**src/design/kpi_pkg.sv**
```systemverilog
// Shared types and constants of the keyframe pose interpolator.
// Used by kpi_ctrl, kpi_dp and keyframe_pose_interpolator_top; no dependencies.
`timescale 1ns / 1ps

package kpi_pkg;

  // Table geometry
  localparam int MAX_POINTS = 16;
  localparam int PTR_W      = (MAX_POINTS > 1) ? $clog2(MAX_POINTS) : 1;
  localparam int CNT_W      = $clog2(MAX_POINTS + 1);
  localparam int NUM_AXES   = 3;
  localparam int NUM_VALS   = 2 * NUM_AXES;
  localparam int VAL_W      = $clog2(NUM_VALS);
  localparam int HELD_W     = 5;

  // Divider: 31 quotient bits below the saturation point
  localparam int DIV_STEPS  = 31;
  localparam int DIV_CNT_W  = $clog2(DIV_STEPS);

  // round(pi * 2^32 / 180)
  localparam logic [26:0] RAD_PER_DEG_Q32 = 27'd74961321;

  // Item opcodes
  localparam logic OP_LOAD  = 1'b0;
  localparam logic OP_QUERY = 1'b1;

  // Configuration register indexes
  localparam logic CFG_THREE_AXIS = 1'b0;
  localparam logic CFG_EPSILON    = 1'b1;

  typedef enum logic [2:0] {
    ST_OK          = 3'd0,
    ST_ORDER       = 3'd1,
    ST_FULL        = 3'd2,
    ST_NO_INTERVAL = 3'd3,
    ST_TOO_FEW     = 3'd4
  } status_e;

  typedef struct packed {
    logic               op;
    logic        [31:0] time_value;
    logic signed [31:0] shift_x;
    logic signed [31:0] shift_y;
    logic signed [31:0] shift_z;
    logic signed [31:0] angle_x;
    logic signed [31:0] angle_y;
    logic signed [31:0] angle_z;
  } in_item_t;

  typedef struct packed {
    logic        [2:0]        status;
    logic signed [31:0]       pose_x;
    logic signed [31:0]       pose_y;
    logic signed [31:0]       pose_z;
    logic signed [31:0]       turn_first;
    logic signed [31:0]       turn_second;
    logic signed [31:0]       turn_third;
    logic        [HELD_W-1:0] points_held;
  } out_item_t;

  // One stored control point
  typedef struct packed {
    logic [NUM_AXES-1:0][31:0] angle;
    logic [NUM_AXES-1:0][31:0] shift;
    logic [31:0]               ptime;
  } point_t;

  // Commands from the controller to the datapath
  typedef struct packed {
    logic    capture;
    logic    rd_a;
    logic    a_sel_lo;
    logic    rd_b;
    logic    write_point;
    logic    set_status;
    status_e status;
    logic    mul_last;
    logic    srch_clr;
    logic    srch_inc;
    logic    latch_frac;
    logic    div_init;
    logic    div_step;
    logic    lerp_mul;
    logic    lerp_sum;
    logic    rad_mul;
    logic    rad_fin;
    logic    j_inc;
    logic    emit;
  } kpi_cmd_t;

  // Status from the datapath to the controller
  typedef struct packed {
    logic is_load;
    logic few;
    logic full;
    logic order;
    logic nohit;
    logic hit;
    logic idx_zero;
    logic idx_last;
    logic div_last;
    logic j_angle;
    logic j_last;
    logic out_free;
  } kpi_flags_t;

endpackage

```
**src/design/kpi_ctrl.sv**
```systemverilog
// Sequencer of the keyframe pose interpolator: one item at a time.
// Depends on kpi_pkg; drives kpi_dp through kpi_cmd_t.
`timescale 1ns / 1ps

module kpi_ctrl (
  input  logic               clk_i,
  input  logic               rst_ni,
  input  logic               in_valid_i,
  output logic               in_ready_o,
  input  kpi_pkg::kpi_flags_t flags_i,
  output kpi_pkg::kpi_cmd_t   cmd_o
);
  import kpi_pkg::*;

  localparam logic [3:0] S_IDLE   = 4'd0;
  localparam logic [3:0] S_DISP   = 4'd1;
  localparam logic [3:0] S_LD_CHK = 4'd2;
  localparam logic [3:0] S_Q_MUL  = 4'd3;
  localparam logic [3:0] S_Q_TEST = 4'd4;
  localparam logic [3:0] S_SR_RD  = 4'd5;
  localparam logic [3:0] S_SR_CMP = 4'd6;
  localparam logic [3:0] S_ROWS   = 4'd7;
  localparam logic [3:0] S_FRAC   = 4'd8;
  localparam logic [3:0] S_DIV0   = 4'd9;
  localparam logic [3:0] S_DIV    = 4'd10;
  localparam logic [3:0] S_L_MUL  = 4'd11;
  localparam logic [3:0] S_L_SUM  = 4'd12;
  localparam logic [3:0] S_R_MUL  = 4'd13;
  localparam logic [3:0] S_R_FIN  = 4'd14;
  localparam logic [3:0] S_FIN    = 4'd15;

  logic [3:0] state_q, state_d;

  // Next state and command decode
  always_comb begin
    state_d    = state_q;
    cmd_o      = '0;
    cmd_o.status = ST_OK;
    in_ready_o = 1'b0;
    unique case (state_q)
      S_IDLE: begin
        in_ready_o = 1'b1;
        if (in_valid_i) begin
          cmd_o.capture = 1'b1;
          state_d       = S_DISP;
        end
      end
      S_DISP: begin
        if (flags_i.is_load) begin
          cmd_o.rd_a = 1'b1;
          state_d    = S_LD_CHK;
        end else if (flags_i.few) begin
          cmd_o.set_status = 1'b1;
          cmd_o.status     = ST_TOO_FEW;
          state_d          = S_FIN;
        end else begin
          cmd_o.rd_a = 1'b1;
          state_d    = S_Q_MUL;
        end
      end
      S_LD_CHK: begin
        priority if (flags_i.full) begin
          cmd_o.set_status = 1'b1;
          cmd_o.status     = ST_FULL;
        end else if (flags_i.order) begin
          cmd_o.set_status = 1'b1;
          cmd_o.status     = ST_ORDER;
        end else begin
          cmd_o.write_point = 1'b1;
        end
        state_d = S_FIN;
      end
      S_Q_MUL: begin
        cmd_o.mul_last = 1'b1;
        cmd_o.srch_clr = 1'b1;
        state_d        = S_Q_TEST;
      end
      S_Q_TEST: begin
        if (flags_i.nohit) begin
          cmd_o.set_status = 1'b1;
          cmd_o.status     = ST_NO_INTERVAL;
          state_d          = S_FIN;
        end else begin
          state_d = S_SR_RD;
        end
      end
      S_SR_RD: begin
        cmd_o.rd_b = 1'b1;
        state_d    = S_SR_CMP;
      end
      S_SR_CMP: begin
        priority if (flags_i.hit && flags_i.idx_zero) begin
          cmd_o.set_status = 1'b1;
          cmd_o.status     = ST_NO_INTERVAL;
          state_d          = S_FIN;
        end else if (flags_i.hit) begin
          state_d = S_ROWS;
        end else if (flags_i.idx_last) begin
          cmd_o.set_status = 1'b1;
          cmd_o.status     = ST_NO_INTERVAL;
          state_d          = S_FIN;
        end else begin
          cmd_o.srch_inc = 1'b1;
          state_d        = S_SR_RD;
        end
      end
      S_ROWS: begin
        cmd_o.rd_a     = 1'b1;
        cmd_o.a_sel_lo = 1'b1;
        cmd_o.rd_b     = 1'b1;
        state_d        = S_FRAC;
      end
      S_FRAC: begin
        cmd_o.latch_frac = 1'b1;
        state_d          = S_DIV0;
      end
      S_DIV0: begin
        cmd_o.div_init = 1'b1;
        state_d        = S_DIV;
      end
      S_DIV: begin
        cmd_o.div_step = 1'b1;
        if (flags_i.div_last) begin
          state_d = S_L_MUL;
        end
      end
      S_L_MUL: begin
        cmd_o.lerp_mul = 1'b1;
        state_d        = S_L_SUM;
      end
      S_L_SUM: begin
        cmd_o.lerp_sum = 1'b1;
        if (flags_i.j_angle) begin
          state_d = S_R_MUL;
        end else begin
          cmd_o.j_inc = 1'b1;
          state_d     = S_L_MUL;
        end
      end
      S_R_MUL: begin
        cmd_o.rad_mul = 1'b1;
        state_d       = S_R_FIN;
      end
      S_R_FIN: begin
        cmd_o.rad_fin = 1'b1;
        if (flags_i.j_last) begin
          state_d = S_FIN;
        end else begin
          cmd_o.j_inc = 1'b1;
          state_d     = S_L_MUL;
        end
      end
      S_FIN: begin
        if (flags_i.out_free) begin
          cmd_o.emit = 1'b1;
          state_d    = S_IDLE;
        end
      end
      default: state_d = S_IDLE;
    endcase
  end

  // Hold the state
  always_ff @(posedge clk_i or negedge rst_ni) begin
    if (!rst_ni) begin
      state_q <= S_IDLE;
    end else begin
      state_q <= state_d;
    end
  end

endmodule

```
**config.mk**
```make
export PLATFORM = sky130hd
export DESIGN_NAME = kpi_ctrl
export DESIGN_NICKNAME = d
export VERILOG_FILES = /design/src/design/kpi_pkg.sv /design/src/design/kpi_ctrl.sv
export SDC_FILE = /design/constraint.sdc
export NUM_CORES = 1
export LEC_CHECK = 0
export ABC_CLOCK_PERIOD_IN_PS = 1800
export BUFFER_PORTS_ARGS = -buffer_cell sky130_fd_sc_hd__buf_2
export CAP_MARGIN = 20
export CORE_AREA = 10 10 51 53
export DETAILED_ROUTE_END_ITERATION = 16
export DIE_AREA = 0 0 61 63
export GPL_TIMING_DRIVEN = 0
export PLACE_DENSITY = 0.73
export REMOVE_ABC_BUFFERS = 1
export SYNTH_ARGS = -nofsm -noshare
export SYNTH_HDL_FRONTEND = slang
export SYNTH_SLANG_ARGS = --single-unit
```
**constraint.sdc**
```tcl
create_clock -name clk_i -period 1.8 [get_ports clk_i]
set_clock_uncertainty 0.15 [all_clocks]
set_input_delay 0.54 -clock clk_i [delete_from_list [all_inputs] [get_ports clk_i]]
set_output_delay 0.54 -clock clk_i [all_outputs]
set_load 0.05 [all_outputs]
```
==> flow_summary.ini <==
[drt]
drt-initial-drc-count = 49
drtAntennaViolNets = 0
routed_wl_mm = 3.15
route.detailed.drc = 0
via_per_inst = 5.95
wl_per_cell_um = 20.6
firstDrtPassIters = 4
dr_total_vias = 911

[power_and_ir_drop]
p_per_area_nw_per_um2 = 1980
vdd_drop_max_mv = 1.03
p_leak_nw = 0.602

[die]
die_width_um = 61
dieArea_sq_um = 3840
die_height_um = 63
num_rows = 15
io-pin-count = 37
start_util_pct = 36.7
core_sq_um = 1650

[worst_hold_path]
hold_class = input pin to flip-flop

[clock_tree]
tritoncts = done
cts_max_path_buffers = 2
root_buffer = clkbuf_4
htree_num_levels = 1
path_clk_slew_ns = 0.04
cts_buffers = 3
insertion_delay_ns = 0.24
clock-sinks = 4

[layout]
synthToLayoutAreaGrowth_pct = 123
largest_register = state_q
antennaDiodeCount = 0
nNetsFinal = 153
fin_cells = 153
largest_reg_flops = 4
largestRegisters = state_q: 4 flops
drive_above_1_share_pct = 75.0

[yosys]
yosysTopAreaCell = dfrtp_1
yosysWarnings = 0
synth_edf_count = 0
avgSynthCellArea_sq_um = 7.59
synthArstFlopShare_pct = 100
synthTopCellsByCount = nor2_1, nor3_1, a21oi_1
yosysMostFrequentCell = nor2_1
synthesis.area_sq_um = 607
synth_area_leaders = dfrtp_1, buf_6, nor2_1
synthFlopType = dfrtp_1
ys_seq_elements = 4
synth.distinct_cells = 35
synthCells = 80
synth_top_area_share_pct = 16.5
yosysSeqAreaShare_pct = 16.5

[setup_path]
crit_required_ns = 1.11
cp-end-kind = output port
crit_type = flip-flop to output port
start_kind = flip-flop
critPathMaxFanout = 8
cp.arrival_ns = 1.56

[timing]
hold_viol_final = 0
worstMarginPinSlew_ns = 0.435
min_period_over_period_pct = 125
fin_hold_ws_ns = 0.411
rsz0062_at_grt = true
slew_violations = 0
max_clock_freq_mhz = 445
slew_headroom_pct = 70.9
setup_viol = 22
setup_slack_ns = -0.447
min_period_ns = 2.25

[flow_run]
maxCapViolCount = 0

[grt]
grt_pass1_wl_mm = 4.11
grt_usage_pct = 13.1
overflow = 0
grt_max_degree = 11
antenna_found_initial = 0
grt_pass1_vias = 838

[place]
gp_congestion = 0.803
numPlacedInstances = 125
io_buffer_count = 36
dpl.hpwl_mm = 1.51

[run_status]
violations = negative setup slack
status = complete, but fails checks
-- kinds of logic (layout without fill, tap and decap cells) --
family	Yosys count	after routing	synth area share, %
AND/OR/NAND/NOR	40	40	40.6
AO/OA/AOI/OAI	24	24	28.0
buffers and inverters	12	68	14.8
flip-flops	4	4	16.5
-- final cells by class --
| type | instances | area [sq um] |
|---|---|---|
| flip-flops and latches | 4 | 110 |
| clock buffers | 3 | 22.5 |
| multi-input cells | 64 | 616 |
| well taps | 17 | 21.3 |
| fillers | 92 | 299 |
| repair buffers | 61 | 568 |
| inverters | 4 | 15.0 |
-- what timing repair did --
action / 4_1_cts / 5_1_grt
setup endpoints to repair: 22 / 22
hold buffers: 1 / 0
pin swaps: 7 / 7
endpoints found under the hold margin: 4 / 0
gates resized for setup: 69 / 39
buffers inserted: 15 / 9
-- worst max-delay path: stages, from the launching register on --
cell	delay, ns
dfrtp_4	0.51
inv_2	0.10
nand2_2	0.12
nor3_4	0.05
or3b_1	0.38
buf_6	0.16
-- final timing paths --
kind | start | to | slack (ns) | cells past startpoint
setup / recovery | state_q[1]$_DFFE_PN0P_ | cmd_o[15] | -0.45 | 5
hold / removal | flags_i[0] | state_q[0]$_DFFE_PN0P_ | 0.41 | 2
setup reg to reg | state_q[3]$_DFFE_PN0P_ | state_q[1]$_DFFE_PN0P_ | 0.02 | 6
hold reg to reg | state_q[2]$_DFFE_PN0P_ | state_q[2]$_DFFE_PN0P_ | 0.56 | 2
max in group asynchronous | rst_ni | state_q[1]$_DFFE_PN0P_ | 0.85 | 2
min in group asynchronous | rst_ni | state_q[0]$_DFFE_PN0P_ | 0.51 | 2
-- routing by layer --
metal,global-route usage [%],wire [um],vias to the layer above,part of all wire [%]
met4,4.67,108,0,3.4
met5,0,0,-,0
met3,4.07,289,12,9.2
met1,15.8,1130,434,36
li1,-,-,408,-
met2,20.7,1610,57,51
-- where the power goes --
| group | switching (mW) | leakage, nW | internal, mW |
|---|---|---|---|
| registers | 0.113 | 0.0414 | 0.157 |
| logic | 1.32 | 0.547 | 0.967 |
| clock network | 0.0396 | 0.0138 | 0.0748 |
| total | 1.48 | 0.602 | 1.20 |
-- per-stage QoR --
| step | cell area, sq um | TNS [ns] | total power [mW] | util, % | setup WS (ns) |
|---|---|---|---|---|---|
| floorplan | 532 | -14.40 | 1.16 | - | -1.21 |
| global placement | 733 | -7.25 | 1.42 | 44.4 | -0.605 |
| detailed placement | 733 | -7.61 | 1.43 | 44.4 | -0.639 |
| CTS | 1110 | -6.02 | 2.14 | 67.2 | -0.439 |
| global route | 1350 | -7.56 | 2.80 | 81.9 | -0.500 |
| finish | 1350 | -6.58 | 2.68 | 81.9 | -0.447 |
-- layout by cell type (no fill, tap or decap), types with 3 or more instances in the layout --
cell / synthesis / final
a21o_1: 3 / 3
nor3_2: 2 / 3
nand2b_4: 2 / 3
buf_2: 0 / 13
buf_8: 0 / 6
buf_6: 4 / 22
inv_2: 3 / 3
a21oi_1: 5 / 4
nor2_1: 11 / 4
nor3_4: 0 / 3
nor2_4: 0 / 8
clkbuf_4: 0 / 3
buf_4: 4 / 18
Note: power is estimated with default switching activity, not from simulation.
